$ cat config.mk
export PLATFORM = sky130hd
export DESIGN_NAME = led_scanner_pattern_flat
export DESIGN_NICKNAME = d
export VERILOG_FILES = /design/src/design/lsp_pkg.sv /design/src/design/lsp_if.sv /design/src/design/lsp_div.sv /design/src/design/led_scanner_pattern.sv /design/src/flat_wrapper.sv
export SDC_FILE = /design/constraint.sdc
export NUM_CORES = 2
export LEC_CHECK = 0
export ABC_AREA = 1
export BUFFER_PORTS_ARGS = -buffer_cell sky130_fd_sc_hd__clkbuf_2
export CAP_MARGIN = 20
export CORE_ASPECT_RATIO = 1.25
export CORE_UTILIZATION = 59
export DETAILED_ROUTE_END_ITERATION = 16
export PLACE_DENSITY_LB_ADDON = 0.25
export SYNTH_ARGS = -nofsm -noshare
export SYNTH_HDL_FRONTEND = slang
export SYNTH_HIERARCHICAL = 1
export SYNTH_SLANG_ARGS = --single-unit
$ cat constraint.sdc
create_clock -name clock -period 8.3 [get_ports clock]
set_clock_uncertainty 0.2 [all_clocks]
set_input_delay 1.66 -clock clock [delete_from_list [all_inputs] [get_ports clock]]
set_output_delay 1.66 -clock clock [all_outputs]
set_load 0.02 [all_outputs]
$ cat src/design/lsp_pkg.sv
`timescale 1ns / 1ps
// ----------------------------------------------------------------------------
// LED scanner package
// Shared constants, register indexes and field widths for the scanner block.
// ----------------------------------------------------------------------------
package lsp_pkg;

   // Pattern constants (Q8 levels, Q6.18 positions, Q16 brightness)
   localparam int unsigned MAX_LEDS           = 64;
   localparam int unsigned TRAIL_INTENSITY_Q8 = 166;
   localparam int unsigned BACKGROUND_Q8      = 0;
   localparam int unsigned LEADING_BOOST_Q8   = 307;

   localparam int unsigned POS_BITS       = 18;
   localparam int unsigned ONE_Q16        = 65536;
   localparam int unsigned DEFAULT_PERIOD = 2500;

   // Payload widths
   localparam int unsigned NOW_W     = 32;
   localparam int unsigned LED_IDX_W = 6;
   localparam int unsigned CHAN_W    = 8;

   // Shared divider geometry
   localparam int unsigned DIV_NUM_W = 57;
   localparam int unsigned DIV_DEN_W = 25;

   // Config port
   localparam int unsigned CSR_ADDR_W = 5;
   localparam int unsigned CSR_DATA_W = 32;

   typedef enum logic [2:0] {
      CSR_LED_COUNT   = 3'd0,
      CSR_ROUND_MS    = 3'd1,
      CSR_MODE        = 3'd2,
      CSR_PAUSE_MS    = 3'd3,
      CSR_BASE_COLOR  = 3'd4,
      CSR_CORE_WIDTH  = 3'd5,
      CSR_TAIL_LENGTH = 3'd6,
      CSR_TAIL_FADE   = 3'd7
   } csr_index_type;

   typedef enum logic [1:0] {
      MODE_BOUNCE = 2'd0,
      MODE_FWD    = 2'd1,
      MODE_BWD    = 2'd2,
      MODE_UNUSED = 2'd3
   } mode_type;

   // Reset values of the config registers
   localparam logic [6:0]  RST_LED_COUNT   = 7'd64;
   localparam logic [15:0] RST_ROUND_MS    = 16'd2500;
   localparam logic [1:0]  RST_MODE        = 2'd0;
   localparam logic [15:0] RST_PAUSE_MS    = 16'd120;
   localparam logic [23:0] RST_BASE_COLOR  = 24'hFF0000;
   localparam logic [7:0]  RST_CORE_WIDTH  = 8'd22;
   localparam logic [3:0]  RST_TAIL_LENGTH = 4'd6;
   localparam logic [8:0]  RST_TAIL_FADE   = 9'd141;

endpackage

$ cat src/design/lsp_if.sv
`timescale 1ns / 1ps
// ----------------------------------------------------------------------------
// LED scanner channels
// Valid/ready channels for frame tick requests and per-LED color results.
// ----------------------------------------------------------------------------
interface lsp_req_if;
   import lsp_pkg::*;
   logic             valid;
   logic             ready;
   logic [NOW_W-1:0] now_ms;

   modport source (output valid, output now_ms, input ready);
   modport sink   (input valid, input now_ms, output ready);
endinterface

interface lsp_rsp_if;
   import lsp_pkg::*;
   logic                 valid;
   logic                 ready;
   logic [LED_IDX_W-1:0] led_index;
   logic [CHAN_W-1:0]    red;
   logic [CHAN_W-1:0]    green;
   logic [CHAN_W-1:0]    blue;
   logic                 last;

   modport source (output valid, output led_index, output red, output green,
                   output blue, output last, input ready);
   modport sink   (input valid, input led_index, input red, input green,
                   input blue, input last, output ready);
endinterface

$ cat src/design/lsp_div.sv
`timescale 1ns / 1ps
// ----------------------------------------------------------------------------
// LED scanner divider
// Restoring radix-2 divider, one quotient bit per cycle, quotient and rest.
// ----------------------------------------------------------------------------
module lsp_div #(
   parameter int unsigned NUM_W = lsp_pkg::DIV_NUM_W,
   parameter int unsigned DEN_W = lsp_pkg::DIV_DEN_W
) (
   input  logic             clock,
   input  logic             reset,
   input  logic             start,
   input  logic [NUM_W-1:0] num,
   input  logic [DEN_W-1:0] den,
   output logic             done,
   output logic [NUM_W-1:0] quot,
   output logic [DEN_W-1:0] rem
);
   localparam int unsigned CNT_W = $clog2(NUM_W + 1);

   logic [NUM_W-1:0] quot_ff, quot_in;
   logic [DEN_W-1:0] rem_ff, rem_in;
   logic [DEN_W-1:0] den_ff, den_in;
   logic [CNT_W-1:0] cnt_ff, cnt_in;
   logic             run_ff, run_in;
   logic             done_ff, done_in;
   logic [DEN_W:0]   trial;
   logic [DEN_W:0]   diff;

   always_comb begin
      trial   = {rem_ff, quot_ff[NUM_W-1]};
      diff    = trial - {1'b0, den_ff};
      quot_in = quot_ff;
      rem_in  = rem_ff;
      den_in  = den_ff;
      cnt_in  = cnt_ff;
      run_in  = run_ff;
      done_in = 1'b0;
      if (start && !run_ff) begin
         quot_in = num;
         rem_in  = '0;
         den_in  = den;
         cnt_in  = CNT_W'(NUM_W);
         run_in  = 1'b1;
      end else if (run_ff) begin
         if (trial >= {1'b0, den_ff}) begin
            rem_in  = diff[DEN_W-1:0];
            quot_in = {quot_ff[NUM_W-2:0], 1'b1};
         end else begin
            rem_in  = trial[DEN_W-1:0];
            quot_in = {quot_ff[NUM_W-2:0], 1'b0};
         end
         cnt_in = cnt_ff - CNT_W'(1);
         if (cnt_ff == CNT_W'(1)) begin
            run_in  = 1'b0;
            done_in = 1'b1;
         end
      end
   end

   always_ff @(posedge clock) begin
      quot_ff <= quot_in;
      rem_ff  <= rem_in;
      den_ff  <= den_in;
      cnt_ff  <= cnt_in;
      if (reset) begin
         run_ff  <= 1'b0;
         done_ff <= 1'b0;
      end else begin
         run_ff  <= run_in;
         done_ff <= done_in;
      end
   end

   assign done = done_ff;
   assign quot = quot_ff;
   assign rem  = rem_ff;

endmodule

$ cat src/design/led_scanner_pattern.sv
`timescale 1ns / 1ps
// ----------------------------------------------------------------------------
// LED scanner pattern
// Chase pattern generator: per tick, move the scan head, then stream one
// saturated RGB result per driven LED, flagged last on the final LED.
// Head move, when the head moves: two 57-step divisions on the shared
// divider. Per LED, core LEDs take two divisions and tail LEDs a loop of
// multiplies for the fade power.
// Ticks are taken one at a time: a new tick is accepted only back in idle,
// after the last LED of the frame is taken; output stalls hold the frame.
// Reset: synchronous, active high; config to defaults, head at 0, no pause.
// ----------------------------------------------------------------------------
module led_scanner_pattern (
   input  logic                            clock,
   input  logic                            reset,
   lsp_req_if.sink                         req_ch,
   lsp_rsp_if.source                       rsp_ch,
   input  logic                            csr_psel,
   input  logic                            csr_penable,
   input  logic                            csr_pwrite,
   input  logic [lsp_pkg::CSR_ADDR_W-1:0]  csr_paddr,
   input  logic [lsp_pkg::CSR_DATA_W-1:0]  csr_pwdata,
   output logic [lsp_pkg::CSR_DATA_W-1:0]  csr_prdata,
   output logic                            csr_pready
);
   import lsp_pkg::*;

   typedef enum logic [26:0] {
      ST_IDLE       = 27'h0000001,
      ST_STEP_MUL   = 27'h0000002,
      ST_STEP_DIV   = 27'h0000004,
      ST_STEP_WAIT  = 27'h0000008,
      ST_MOD_DIV    = 27'h0000010,
      ST_MOD_WAIT   = 27'h0000020,
      ST_MOVE       = 27'h0000040,
      ST_LED_DIST   = 27'h0000080,
      ST_LED_BASE   = 27'h0000100,
      ST_RATIO_WAIT = 27'h0000200,
      ST_COS_SQ     = 27'h0000400,
      ST_COS_DIV    = 27'h0000800,
      ST_COS_WAIT   = 27'h0001000,
      ST_TAIL_LOOP  = 27'h0002000,
      ST_TAIL_UPD   = 27'h0004000,
      ST_TAIL_Q     = 27'h0008000,
      ST_TAIL_FR    = 27'h0010000,
      ST_TAIL_FADE  = 27'h0020000,
      ST_TRAIL_MUL  = 27'h0040000,
      ST_TRAIL_RES  = 27'h0080000,
      ST_CLAMP      = 27'h0100000,
      ST_BOOST      = 27'h0200000,
      ST_COL_R      = 27'h0400000,
      ST_COL_G      = 27'h0800000,
      ST_COL_B      = 27'h1000000,
      ST_COL_DONE   = 27'h2000000,
      ST_EMIT       = 27'h4000000
   } state_type;

   localparam logic [16:0] ONE17 = 17'(ONE_Q16);
   localparam logic [16:0] BG17  = 17'(BACKGROUND_Q8 << 8);
   localparam logic [16:0] TI17  = 17'(TRAIL_INTENSITY_Q8);
   localparam logic [16:0] LB17  = 17'(LEADING_BOOST_Q8);
   localparam logic        BOOST_ON = (LEADING_BOOST_Q8 > 256);

   // ---------------------------------------------------------------------
   // Registers
   // ---------------------------------------------------------------------
   // config
   logic [6:0]  led_count_ff, led_count_in;
   logic [15:0] round_ms_ff, round_ms_in;
   logic [1:0]  mode_ff, mode_in;
   logic [15:0] pause_ms_ff, pause_ms_in;
   logic [23:0] color_ff, color_in;
   logic [7:0]  core_ff, core_in;
   logic [3:0]  tail_len_ff, tail_len_in;
   logic [8:0]  tail_fade_ff, tail_fade_in;
   // scan state
   logic [23:0] scan_ff, scan_in;
   logic        down_ff, down_in;
   logic [31:0] last_tick_ff, last_tick_in;
   logic [31:0] pause_end_ff, pause_end_in;
   // sequencer and work registers
   state_type   state_ff, state_in;
   logic [31:0] now_ff, now_in;
   logic [31:0] delta_ff, delta_in;
   logic [6:0]  n_ff, n_in;
   logic [5:0]  i_ff, i_in;
   logic [56:0] d_ff, d_in;
   logic [24:0] dm_ff, dm_in;
   logic [24:0] dist_ff, dist_in;
   logic        boost_ff, boost_in;
   logic [16:0] p_ff, p_in;
   logic [16:0] q_ff, q_in;
   logic [3:0]  k_ff, k_in;
   logic [3:0]  ip_ff, ip_in;
   logic [15:0] fr_ff, fr_in;
   logic [16:0] fade_ff, fade_in;
   logic [16:0] b_ff, b_in;
   logic [7:0]  red_ff, red_in;
   logic [7:0]  green_ff, green_in;
   logic [7:0]  blue_ff, blue_in;
   logic [48:0] mul_ff, mul_in;

   // ---------------------------------------------------------------------
   // Shared divider
   // ---------------------------------------------------------------------
   logic                 div_start;
   logic [DIV_NUM_W-1:0] div_num;
   logic [DIV_DEN_W-1:0] div_den;
   logic                 div_done;
   logic [DIV_NUM_W-1:0] div_quot;
   logic [DIV_DEN_W-1:0] div_rem;

   lsp_div #(
      .NUM_W (DIV_NUM_W),
      .DEN_W (DIV_DEN_W)
   ) u_div (
      .clock (clock),
      .reset (reset),
      .start (div_start),
      .num   (div_num),
      .den   (div_den),
      .done  (div_done),
      .quot  (div_quot),
      .rem   (div_rem)
   );

   // ---------------------------------------------------------------------
   // Helpers
   // ---------------------------------------------------------------------
   function automatic logic [16:0] clamp_lvl(input logic [16:0] v);
      logic [16:0] r;
      r = v;
      if (r < BG17) r = BG17;
      if (r > ONE17) r = ONE17;
      return r;
   endfunction

   function automatic logic [7:0] sat8(input logic [48:0] prod);
      logic [7:0] r;
      r = (|prod[48:24]) ? 8'hFF : prod[23:16];
      return r;
   endfunction

   // Derived config values
   logic        cyc;
   logic [6:0]  n_eff;
   logic [15:0] period_eff;
   logic [20:0] hc;
   logic [24:0] circ;
   logic [24:0] m_len;
   logic [24:0] per;
   logic [7:0]  speed;

   assign cyc        = (mode_ff == MODE_FWD) || (mode_ff == MODE_BWD);
   assign n_eff      = (led_count_ff > 7'(MAX_LEDS)) ? 7'(MAX_LEDS) : led_count_ff;
   assign period_eff = (round_ms_ff == '0) ? 16'(DEFAULT_PERIOD) : round_ms_ff;
   assign hc         = {core_ff, 13'd0};
   assign circ       = {n_ff, 18'd0};
   assign m_len      = {n_ff - 7'd1, 18'd0};
   assign per        = {m_len[23:0], 1'b0};
   // LEDs swept per round: n around a ring, 2(n-1) for a bounce round trip
   assign speed      = cyc ? {1'b0, n_ff} : {n_ff - 7'd1, 1'b0};

   // APB: always ready, writes complete in the access phase
   logic        csr_wr;
   logic [2:0]  csr_idx;
   assign csr_pready = 1'b1;
   assign csr_wr     = csr_psel && csr_penable && csr_pwrite;
   assign csr_idx    = csr_paddr[4:2];

   always_comb begin
      case (csr_index_type'(csr_idx))
         CSR_LED_COUNT:   csr_prdata = 32'(led_count_ff);
         CSR_ROUND_MS:    csr_prdata = 32'(round_ms_ff);
         CSR_MODE:        csr_prdata = 32'(mode_ff);
         CSR_PAUSE_MS:    csr_prdata = 32'(pause_ms_ff);
         CSR_BASE_COLOR:  csr_prdata = 32'(color_ff);
         CSR_CORE_WIDTH:  csr_prdata = 32'(core_ff);
         CSR_TAIL_LENGTH: csr_prdata = 32'(tail_len_ff);
         CSR_TAIL_FADE:   csr_prdata = 32'(tail_fade_ff);
         default:         csr_prdata = '0;
      endcase
   end

   // Handshakes
   assign req_ch.ready     = (state_ff == ST_IDLE);
   assign rsp_ch.valid     = (state_ff == ST_EMIT);
   assign rsp_ch.led_index = i_ff;
   assign rsp_ch.red       = red_ff;
   assign rsp_ch.green     = green_ff;
   assign rsp_ch.blue      = blue_ff;
   assign rsp_ch.last      = ({1'b0, i_ff} == (n_ff - 7'd1));

   // ---------------------------------------------------------------------
   // Sequencer
   // ---------------------------------------------------------------------
   logic [31:0] tick_delta;
   logic [24:0] pos_c, p_b, qq_b, t_c;
   logic [25:0] q_b, t_sum;
   logic        hit_b;
   logic [23:0] idx, direct;
   logic [24:0] wrap, dist_c, td;
   logic signed [25:0] ahead;
   logic [16:0] x2, b_c, mul_a17;
   logic [31:0] mul_a;
   logic [16:0] mul_b;
   logic [16:0] f16;
   logic [16:0] lvl;

   always_comb begin
      // defaults: hold
      led_count_in = led_count_ff;
      round_ms_in  = round_ms_ff;
      mode_in      = mode_ff;
      pause_ms_in  = pause_ms_ff;
      color_in     = color_ff;
      core_in      = core_ff;
      tail_len_in  = tail_len_ff;
      tail_fade_in = tail_fade_ff;
      scan_in      = scan_ff;
      down_in      = down_ff;
      last_tick_in = last_tick_ff;
      pause_end_in = pause_end_ff;
      state_in     = state_ff;
      now_in       = now_ff;
      delta_in     = delta_ff;
      n_in         = n_ff;
      i_in         = i_ff;
      d_in         = d_ff;
      dm_in        = dm_ff;
      dist_in      = dist_ff;
      boost_in     = boost_ff;
      p_in         = p_ff;
      q_in         = q_ff;
      k_in         = k_ff;
      ip_in        = ip_ff;
      fr_in        = fr_ff;
      fade_in      = fade_ff;
      b_in         = b_ff;
      red_in       = red_ff;
      green_in     = green_ff;
      blue_in      = blue_ff;
      div_start    = 1'b0;
      div_num      = '0;
      div_den      = '0;
      mul_a        = '0;
      mul_b        = '0;

      tick_delta = '0;
      pos_c  = '0; p_b = '0; qq_b = '0; t_c = '0; q_b = '0; t_sum = '0;
      hit_b  = 1'b0;
      idx    = '0; direct = '0; wrap = '0; dist_c = '0; td = '0;
      ahead  = '0;
      x2     = '0; b_c = '0; mul_a17 = '0;
      f16    = {1'b0, tail_fade_ff[7:0], 8'd0};
      lvl    = '0;

      case (state_ff)
         ST_IDLE: begin
            if (req_ch.valid && led_count_ff != '0) begin
               // time since the last tick, frozen while an edge pause runs
               tick_delta = (last_tick_ff == '0) ? '0 : req_ch.now_ms - last_tick_ff;
               if (pause_end_ff != '0) begin
                  if (req_ch.now_ms < pause_end_ff) tick_delta = '0;
                  else pause_end_in = '0;
               end
               last_tick_in = req_ch.now_ms;
               now_in       = req_ch.now_ms;
               delta_in     = tick_delta;
               n_in         = n_eff;
               i_in         = '0;
               if (tick_delta == '0) begin
                  state_in = ST_LED_DIST;
               end else if (!cyc && n_eff == 7'd1) begin
                  scan_in  = '0;
                  state_in = ST_LED_DIST;
               end else begin
                  state_in = ST_STEP_MUL;
               end
            end
         end
         ST_STEP_MUL: begin
            mul_a    = delta_ff;
            mul_b    = 17'(speed);
            state_in = ST_STEP_DIV;
         end
         ST_STEP_DIV: begin
            // step = speed * delta * 2^18 / period
            div_start = 1'b1;
            div_num   = {mul_ff[38:0], 18'd0};
            div_den   = 25'(period_eff);
            state_in  = ST_STEP_WAIT;
         end
         ST_STEP_WAIT: begin
            if (div_done) begin
               d_in     = div_quot;
               state_in = ST_MOD_DIV;
            end
         end
         ST_MOD_DIV: begin
            div_start = 1'b1;
            div_num   = d_ff;
            div_den   = cyc ? circ : per;
            state_in  = ST_MOD_WAIT;
         end
         ST_MOD_WAIT: begin
            if (div_done) begin
               dm_in    = div_rem;
               state_in = ST_MOVE;
            end
         end
         ST_MOVE: begin
            if (cyc) begin
               if (mode_ff == MODE_BWD) t_sum = {2'd0, scan_ff} + {1'b0, circ} - {1'b0, dm_ff};
               else                     t_sum = {2'd0, scan_ff} + {1'b0, dm_ff};
               t_c = (t_sum >= {1'b0, circ}) ? 25'(t_sum - {1'b0, circ}) : t_sum[24:0];
               scan_in = t_c[23:0];
               down_in = (mode_ff == MODE_BWD);
            end else begin
               // fold the move onto one round of the triangle path
               pos_c = ({1'b0, scan_ff} > m_len) ? m_len : {1'b0, scan_ff};
               if (down_ff) p_b = (pos_c == '0) ? '0 : per - pos_c;
               else         p_b = pos_c;
               q_b   = {1'b0, p_b} + {1'b0, dm_ff};
               hit_b = (d_ff >= 57'(per)) || (p_b < m_len && q_b >= {1'b0, m_len})
                       || (q_b >= {1'b0, per});
               qq_b  = (q_b >= {1'b0, per}) ? 25'(q_b - {1'b0, per}) : q_b[24:0];
               if (d_ff != '0) begin
                  if (qq_b >= m_len) begin
                     scan_in = 24'(per - qq_b);
                     down_in = 1'b1;
                  end else begin
                     scan_in = qq_b[23:0];
                     down_in = 1'b0;
                  end
                  if (hit_b && pause_ms_ff != '0) pause_end_in = now_ff + 32'(pause_ms_ff);
               end
            end
            state_in = ST_LED_DIST;
         end
         ST_LED_DIST: begin
            idx    = {i_ff, 18'd0};
            direct = (idx >= scan_ff) ? idx - scan_ff : scan_ff - idx;
            wrap   = (circ > {1'b0, direct}) ? circ - {1'b0, direct} : '0;
            dist_c = (cyc && wrap < {1'b0, direct}) ? wrap : {1'b0, direct};
            dist_in = dist_c;
            // leading boost window: just ahead of the head in travel direction
            ahead = down_ff ? $signed({2'd0, scan_ff}) - $signed({2'd0, idx})
                            : $signed({2'd0, idx}) - $signed({2'd0, scan_ff});
            if (cyc && ahead < 0) ahead = ahead + $signed({1'b0, circ});
            boost_in = BOOST_ON && (hc != '0) && (ahead >= 0)
                       && (ahead <= $signed(26'(hc) + 26'(1 << (POS_BITS - 1))));
            state_in = ST_LED_BASE;
         end
         ST_LED_BASE: begin
            td = dist_ff - 25'(hc);
            if (hc != '0 && dist_ff <= 25'(hc)) begin
               // core: ratio x = d / half core in Q16
               div_start = 1'b1;
               div_num   = 57'({dist_ff, 16'd0});
               div_den   = 25'(hc);
               state_in  = ST_RATIO_WAIT;
            end else if (hc == '0 && dist_ff == '0) begin
               b_in     = ONE17;
               state_in = ST_CLAMP;
            end else if (td <= 25'({tail_len_ff, 18'd0})) begin
               ip_in = td[21:18];
               fr_in = td[17:2];
               if (tail_fade_ff == '0) begin
                  fade_in  = (td == '0) ? ONE17 : '0;
                  state_in = ST_TRAIL_MUL;
               end else if (tail_fade_ff[8]) begin
                  fade_in  = ONE17;
                  state_in = ST_TRAIL_MUL;
               end else begin
                  p_in     = ONE17;
                  k_in     = '0;
                  state_in = ST_TAIL_LOOP;
               end
            end else begin
               b_in     = BG17;
               state_in = ST_CLAMP;
            end
         end
         ST_RATIO_WAIT: begin
            if (div_done) begin
               p_in     = (div_quot > 57'(ONE17)) ? ONE17 : div_quot[16:0];
               state_in = ST_COS_SQ;
            end
         end
         ST_COS_SQ: begin
            mul_a    = 32'(p_ff);
            mul_b    = p_ff;
            state_in = ST_COS_DIV;
         end
         ST_COS_DIV: begin
            // cos approx: 4(1 - x^2) / (4 + x^2), Q16
            x2        = mul_ff[32:16];
            div_start = 1'b1;
            div_num   = 57'({ONE17 - x2, 18'd0});
            div_den   = 25'(19'h40000 + 19'(x2));
            state_in  = ST_COS_WAIT;
         end
         ST_COS_WAIT: begin
            if (div_done) begin
               b_in     = div_quot[16:0];
               state_in = ST_CLAMP;
            end
         end
         ST_TAIL_LOOP: begin
            mul_a = 32'(p_ff);
            mul_b = f16;
            if (k_ff < ip_ff) state_in = ST_TAIL_UPD;
            else              state_in = ST_TAIL_Q;
         end
         ST_TAIL_UPD: begin
            p_in     = mul_ff[32:16];
            k_in     = k_ff + 4'd1;
            state_in = ST_TAIL_LOOP;
         end
         ST_TAIL_Q: begin
            q_in     = mul_ff[32:16];
            state_in = ST_TAIL_FR;
         end
         ST_TAIL_FR: begin
            // linear blend between fade^k and fade^(k+1)
            mul_a    = 32'(p_ff - q_ff);
            mul_b    = {1'b0, fr_ff};
            state_in = ST_TAIL_FADE;
         end
         ST_TAIL_FADE: begin
            fade_in  = p_ff - mul_ff[32:16];
            state_in = ST_TRAIL_MUL;
         end
         ST_TRAIL_MUL: begin
            mul_a    = 32'(fade_ff);
            mul_b    = TI17;
            state_in = ST_TRAIL_RES;
         end
         ST_TRAIL_RES: begin
            b_in     = mul_ff[24:8];
            state_in = ST_CLAMP;
         end
         ST_CLAMP: begin
            b_c  = clamp_lvl(b_ff);
            b_in = b_c;
            if (boost_ff) begin
               mul_a    = 32'(b_c);
               mul_b    = LB17;
               state_in = ST_BOOST;
            end else begin
               state_in = ST_COL_R;
            end
         end
         ST_BOOST: begin
            b_in     = clamp_lvl(mul_ff[24:8]);
            state_in = ST_COL_R;
         end
         ST_COL_R: begin
            mul_a    = 32'(color_ff[23:16]);
            mul_b    = b_ff;
            state_in = ST_COL_G;
         end
         ST_COL_G: begin
            red_in   = sat8(mul_ff);
            mul_a    = 32'(color_ff[15:8]);
            mul_b    = b_ff;
            state_in = ST_COL_B;
         end
         ST_COL_B: begin
            green_in = sat8(mul_ff);
            mul_a    = 32'(color_ff[7:0]);
            mul_b    = b_ff;
            state_in = ST_COL_DONE;
         end
         ST_COL_DONE: begin
            blue_in  = sat8(mul_ff);
            state_in = ST_EMIT;
         end
         ST_EMIT: begin
            if (rsp_ch.ready) begin
               if ({1'b0, i_ff} == (n_ff - 7'd1)) begin
                  state_in = ST_IDLE;
               end else begin
                  i_in     = i_ff + 6'd1;
                  state_in = ST_LED_DIST;
               end
            end
         end
         default: begin
            state_in = ST_IDLE;
         end
      endcase

      // Config write: restarts position and timing; the host must write only
      // while no tick is in flight, which the block itself does not enforce
      if (csr_wr) begin
         case (csr_index_type'(csr_idx))
            CSR_LED_COUNT:   led_count_in = csr_pwdata[6:0];
            CSR_ROUND_MS:    round_ms_in  = csr_pwdata[15:0];
            CSR_MODE:        mode_in      = csr_pwdata[1:0];
            CSR_PAUSE_MS:    pause_ms_in  = csr_pwdata[15:0];
            CSR_BASE_COLOR:  color_in     = csr_pwdata[23:0];
            CSR_CORE_WIDTH:  core_in      = csr_pwdata[7:0];
            CSR_TAIL_LENGTH: tail_len_in  = csr_pwdata[3:0];
            CSR_TAIL_FADE:   tail_fade_in = csr_pwdata[8:0];
            default:         led_count_in = led_count_ff;
         endcase
         scan_in      = '0;
         down_in      = (mode_in == MODE_BWD);
         last_tick_in = '0;
         pause_end_in = '0;
      end

      // shared multiplier, registered
      mul_a17 = mul_b;
      mul_in  = 49'(mul_a) * 49'(mul_a17);
      lvl     = b_ff;
   end

   always_ff @(posedge clock) begin
      now_ff   <= now_in;
      delta_ff <= delta_in;
      n_ff     <= n_in;
      i_ff     <= i_in;
      d_ff     <= d_in;
      dm_ff    <= dm_in;
      dist_ff  <= dist_in;
      boost_ff <= boost_in;
      p_ff     <= p_in;
      q_ff     <= q_in;
      k_ff     <= k_in;
      ip_ff    <= ip_in;
      fr_ff    <= fr_in;
      fade_ff  <= fade_in;
      b_ff     <= (state_ff == ST_IDLE) ? lvl : b_in;
      red_ff   <= red_in;
      green_ff <= green_in;
      blue_ff  <= blue_in;
      mul_ff   <= mul_in;
      if (reset) begin
         led_count_ff <= RST_LED_COUNT;
         round_ms_ff  <= RST_ROUND_MS;
         mode_ff      <= RST_MODE;
         pause_ms_ff  <= RST_PAUSE_MS;
         color_ff     <= RST_BASE_COLOR;
         core_ff      <= RST_CORE_WIDTH;
         tail_len_ff  <= RST_TAIL_LENGTH;
         tail_fade_ff <= RST_TAIL_FADE;
         scan_ff      <= '0;
         down_ff      <= 1'b0;
         last_tick_ff <= '0;
         pause_end_ff <= '0;
         state_ff     <= ST_IDLE;
      end else begin
         led_count_ff <= led_count_in;
         round_ms_ff  <= round_ms_in;
         mode_ff      <= mode_in;
         pause_ms_ff  <= pause_ms_in;
         color_ff     <= color_in;
         core_ff      <= core_in;
         tail_len_ff  <= tail_len_in;
         tail_fade_ff <= tail_fade_in;
         scan_ff      <= scan_in;
         down_ff      <= down_in;
         last_tick_ff <= last_tick_in;
         pause_end_ff <= pause_end_in;
         state_ff     <= state_in;
      end
   end

endmodule

$ cat src/flat_wrapper.sv
// flat-port wrapper written by rule: the top's interface ports become plain ports
module led_scanner_pattern_flat import lsp_pkg::*;
  (clock, reset, csr_psel, csr_penable, csr_pwrite, csr_paddr, csr_pwdata, csr_prdata, csr_pready, req_ch_valid, req_ch_now_ms, req_ch_ready, rsp_ch_valid, rsp_ch_led_index, rsp_ch_red, rsp_ch_green, rsp_ch_blue, rsp_ch_last, rsp_ch_ready);
  lsp_req_if req_ch_i ();
  lsp_rsp_if rsp_ch_i ();
  input  logic clock;
  input  logic reset;
  input  logic csr_psel;
  input  logic csr_penable;
  input  logic csr_pwrite;
  input  logic [lsp_pkg::CSR_ADDR_W-1:0] csr_paddr;
  input  logic [lsp_pkg::CSR_DATA_W-1:0] csr_pwdata;
  output logic [lsp_pkg::CSR_DATA_W-1:0] csr_prdata;
  output logic csr_pready;
  input wire logic [$bits(req_ch_i.valid)-1:0] req_ch_valid;
  input wire logic [$bits(req_ch_i.now_ms)-1:0] req_ch_now_ms;
  output wire logic [$bits(req_ch_i.ready)-1:0] req_ch_ready;
  output wire logic [$bits(rsp_ch_i.valid)-1:0] rsp_ch_valid;
  output wire logic [$bits(rsp_ch_i.led_index)-1:0] rsp_ch_led_index;
  output wire logic [$bits(rsp_ch_i.red)-1:0] rsp_ch_red;
  output wire logic [$bits(rsp_ch_i.green)-1:0] rsp_ch_green;
  output wire logic [$bits(rsp_ch_i.blue)-1:0] rsp_ch_blue;
  output wire logic [$bits(rsp_ch_i.last)-1:0] rsp_ch_last;
  input wire logic [$bits(rsp_ch_i.ready)-1:0] rsp_ch_ready;
  assign req_ch_i.valid = req_ch_valid;
  assign req_ch_i.now_ms = req_ch_now_ms;
  assign req_ch_ready = req_ch_i.ready;
  assign rsp_ch_valid = rsp_ch_i.valid;
  assign rsp_ch_led_index = rsp_ch_i.led_index;
  assign rsp_ch_red = rsp_ch_i.red;
  assign rsp_ch_green = rsp_ch_i.green;
  assign rsp_ch_blue = rsp_ch_i.blue;
  assign rsp_ch_last = rsp_ch_i.last;
  assign rsp_ch_i.ready = rsp_ch_ready;
  led_scanner_pattern u_core (.clock(clock), .reset(reset), .req_ch(req_ch_i), .rsp_ch(rsp_ch_i), .csr_psel(csr_psel), .csr_penable(csr_penable), .csr_pwrite(csr_pwrite), .csr_paddr(csr_paddr), .csr_pwdata(csr_pwdata), .csr_prdata(csr_prdata), .csr_pready(csr_pready));
endmodule
==> results of run 1 <==
[logic make-up after synthesis]
family,Yosys count,synth area share [%]
AO/OA/AOI/OAI,1292,11.77
multiplexers,1,0.01566
AND/OR/NAND/NOR,3576,23.56
buffers and inverters,1791,10.70
XOR/XNOR,219,3.001
adder cells (fa/ha/maj),948,24.05
flip-flops,667,26.89
other,2,0.01175
[timing repair]
item | CTS
resized for setup | 141
pin swaps | 31
cloned | 3
hold endpoints to repair | 0
endpoints found under the setup margin | 70
buffers inserted | 17
[per-stage QoR]
stage	setup TNS, ns	hold slack [ns]	setup slack, ns
2_1_floorplan	0	0.2161	0.02503
3_3_place_gp	-13.44	0.2632	-0.4822
3_5_place_dp	-19.41	0.2614	-0.5640
4_1_cts	0	0.2664	0.0006182
[metal layers]
| layer | GRT overflow | track usage, % |
|---|---|---|
| met1 | 0 | 55.63 |
| met2 | 3 | 82.78 |
| met3 | 1 | 24.78 |
| met4 | 2 | 56.74 |
| met5 | 0 | 0.9313 |
==> out/metrics.yaml, run 1 <==
postCtsHoldBufs: 0
grt_max_degree: 73
clockBufferDepth: 3
syn-cell-area_um2: 63920
synthesis.instances: 8496
postPlaceCellArea_um2: 71560
portBuffers: 122
cts-root-buf: "clkbuf_16"
globalRoute.totalOverflow: 6
syn_avg_cell_area_um2: 7.523
worstEpCategory: "register data pin"
grt_usage_pct: 55.34
yosys-top-cells-count: "1957 x nand2_1, 1511 x inv_1, 788 x nor2_1, 497 x a21oi_1, 480 x ha_1"
yosys-top-cells-area: "edfxtp_1 18%, fa_1 15%, nand2_1 11%"
synth_top_area_share_pct: 17.99
place_congestion: 1.135
yosys.area.top_type: "edfxtp_1"
synth_edf_count: 383
ys_seq_area_share_pct: 26.89
rows: 134
ios: 142
ys_types: 69
failing_step: "global routing"
cts_buffers: 74
crit_endpoint: "u_core/mul_ff[44]$_DFF_P_/D"
yosys_warnings: 6
dieWidth_um: 296.4
die_h_um: 370.0
dp_hpwl_um: 211500
synthFlopType: "edfxtp_1"
status: "aborted with a tool error"
initial_utilization_pct: 59.66
htree_levels: 3
error: "[ERROR GRT-0232] Routing congestion too high. Check the congestion heatmap in the GUI."
synth.most_common_cell: "nand2_1"
cts.sinks: 667
async_reset_ff_share_pct: 0
dp.cells: 10580
ys_ff_latch: 667
==> run 2, diff against run 1 <==
--- a/config.mk
+++ b/config.mk
@@ -8,10 +8,9 @@
 export ABC_AREA = 1
 export BUFFER_PORTS_ARGS = -buffer_cell sky130_fd_sc_hd__clkbuf_2
 export CAP_MARGIN = 20
-export CORE_ASPECT_RATIO = 1.25
-export CORE_UTILIZATION = 59
+export CORE_UTILIZATION = 40
 export DETAILED_ROUTE_END_ITERATION = 16
-export PLACE_DENSITY_LB_ADDON = 0.25
+export PLACE_DENSITY_LB_ADDON = 0.15
 export SYNTH_ARGS = -nofsm -noshare
 export SYNTH_HDL_FRONTEND = slang
 export SYNTH_HIERARCHICAL = 1
==> constraint.sdc (replaced) <==
create_clock -name clock -period 10.8 [get_ports clock]
set_clock_uncertainty 0.2 [all_clocks]
set_input_delay 2.16 -clock clock [delete_from_list [all_inputs] [get_ports clock]]
set_output_delay 2.16 -clock clock [all_outputs]
set_load 0.02 [all_outputs]
==> run 2 against run 1 <==
Against the previous run:
- the run now ends clean
- synthesized area unchanged
- synthesized cell count unchanged
==> out/metrics.yaml, run 2 <==
cp-end-kind: "register"
min-delay-start: "u_core/u_div/quot[27]"
cts-root-buf: "clkbuf_16"
status: "complete, no violations"
dp.cells: 10650  # +0.67%
postCtsHoldBufs: 0  # unchanged
core_area_um2: 158600
hold_class: "reg -> reg"
min_to: "u_core/d_ff[27]"
fmax_mhz: 99.71
crit_top_cell: "inv_1"
fin_cells: 10820
wl_um: 238600
initial_utilization_pct: 40.31  # -19 points
worst_pin_slew_ns: 1.099
cp.required_ns: 11.14
drv_cap: 0
yosys-top-cells-area: "edfxtp_1 18%, fa_1 15%, nand2_1 11%"
synth.most_common_cell: "nand2_1"
place_congestion: 0.9922  # -13%
reg2reg_depth: 40
post-route-period-util_pct: 92.86
synthFlopType: "edfxtp_1"
clockBufferDepth: 3  # unchanged
drive_gt1_share_pct: 6.394
slew_headroom_pct: 26.63
reg2reg_to: "u_core/mul_ff[27]"
htree_levels: 3  # unchanged
yosys_warnings: 6  # unchanged
async_reset_ff_share_pct: 0  # unchanged
grt_pass1_wl_um: 358000
synth_top_area_share_pct: 17.99  # unchanged
vias: 58580
ios: 142  # unchanged
cts-resized-gates: 0  # -100%
crit_path_start_kind: "register"
cp_max_fo: 14
clkLatencyLatePin_ns: 0.74
cts.sinks: 667  # unchanged
fin_setup_tns_ns: 0
report.final.slew_viol_count: 0
reg2reg_from: "u_core/state_ff[3]"
dp_hpwl_um: 193800  # -8.4%
max_stage_delay_ns: 0.71
drc: 0
cpMaxStageDelayCell: "nor2_1"
final_common_cell: "nand2_1"
power_density_nw_per_um2: 188.3
ys_ff_latch: 667  # unchanged
yosys-top-cells-count: "1957 x nand2_1, 1511 x inv_1, 788 x nor2_1, 497 x a21oi_1, 480 x ha_1"
antenna_found_initial: 7
period_needed_ns: 10.03
grt_pass1_vias: 57350
globalRoute.totalOverflow: 0
nFillCells: 16200
syn-cell-area_um2: 63920  # unchanged
area_growth_pct: 10.62
cellLeakagePower_nw: 34.24
postPlaceCellArea_um2: 67720  # -5.4%
first_iter_violations: 5060
crit_type: "reg -> reg"
cts_buffers: 84  # +14%
synth_edf_count: 383  # unchanged
peakVddDrop_uv: 431.5
hold_depth: 0
grt_usage_pct: 29.31
dieWidth_um: 401.7  # +36%
setup_viol: 0
rows: 146  # +9.0%
syn_avg_cell_area_um2: 7.523  # unchanged
ff2ff_setup_slack_ns: 0.77
grt_max_degree: 73
clkTransAtPathRegs_ns: 0.06
postCtsSetupRepairBufs: 0  # -17
yosys.area.top_type: "edfxtp_1"
cts_tree: "built"
viasPerCell: 5.415
die_area_um2: 161400
portBuffers: 122  # unchanged
power_mw: 13.31
routedWlPerCell_um: 22.06
final_nets: 9695
rsz0062_at_grt: "no"
ant_nets: 0
firstDrtPassIters: 6
synthesis.instances: 8496  # unchanged
hold_viol_final: 0
ys_types: 69  # unchanged
die_h_um: 401.7  # +8.6%
layout_common_cells: "1954 x nand2_1, 1510 x inv_1, 782 x nor2_1"
fin_area_um2: 70710
ys_seq_area_share_pct: 26.89  # unchanged
cp_data_arrival_time_ns: 10.37
utilization_pct: 44.59
run 2: final cells by class:
class                           instances  area [um2]  share of cell area (%)
Inverter                             1540        5781                   8.175
Antenna cell                            4       10.01                 0.01416
Sequential cell                       667       17190                   24.31
Timing Repair Buffer                  317        2122                   3.001
Multi-Input combinational cell       6061       40080                   56.68
Clock inverter                         42       585.6                  0.8281
Clock buffer                          115        2352                   3.327
Tap cell                             2072        2592                   3.666
run 2: through the flow:
stage                     hold WS, ns  worst slack (ns)
after floorplan                0.2161             1.696
after global placement         0.2257            0.9789
after detailed placement       0.2222            0.9817
after CTS                      0.2641            0.8994
after global routing           0.2681           0.01858
final                          0.2639            0.7711
run 2: worst max-delay path: cells and delay by family, from the launching register on:
family | cells | cell delay [ns]
adder cells (fa/ha/maj) | 7 | 3.37
XOR/XNOR | 1 | 0.16
AND/OR/NAND/NOR | 14 | 2.19
flip-flops | 1 | 0.34
buffers and inverters | 11 | 1.83
AO/OA/AOI/OAI | 7 | 1.78
run 2: power breakdown:
part | internal (mW) | switching [mW] | total, mW
sequential | 3.05 | 0.214 | 3.27
clock | 1.75 | 1.24 | 2.99
combinational | 2.39 | 4.66 | 7.05
total | 7.19 | 6.12 | 13.3
run 2: worst max-delay path by stage:
stage                     cells after the start  slack (ns)               start            endpoint
after floorplan                              61        1.70      u_core/n_ff[0]  u_core/scan_ff[17]
after global placement                       40        0.98  u_core/state_ff[2]   u_core/mul_ff[48]
after detailed placement                     40        0.98  u_core/state_ff[2]   u_core/mul_ff[27]
after CTS                                    40        0.90  u_core/state_ff[2]   u_core/mul_ff[27]
after global routing                         60        0.02      u_core/n_ff[0]  u_core/scan_ff[23]
final                                        40        0.77  u_core/state_ff[3]   u_core/mul_ff[27]
run 2: cells by family after synthesis:
| kind of cell | share of synthesized area [%] |
|---|---|
| compound gates | 11.77 |
| flops | 26.89 |
| other cells | 0.01175 |
| simple gates | 23.56 |
| mux | 0.01566 |
| fa+ha+maj | 24.05 |
| buf+inv | 10.70 |
| xor+xnor | 3.001 |
run 2: metal layers:
layer  routed length, um  share of wire, %  GRT usage [%]
met4               14340               6.0          15.71
met2              109300                46          47.89
met1              100400                42          37.85
met5                  45             0.019              0
met3               14500               6.1          3.597
Note: power is estimated with default switching activity, not from simulation.
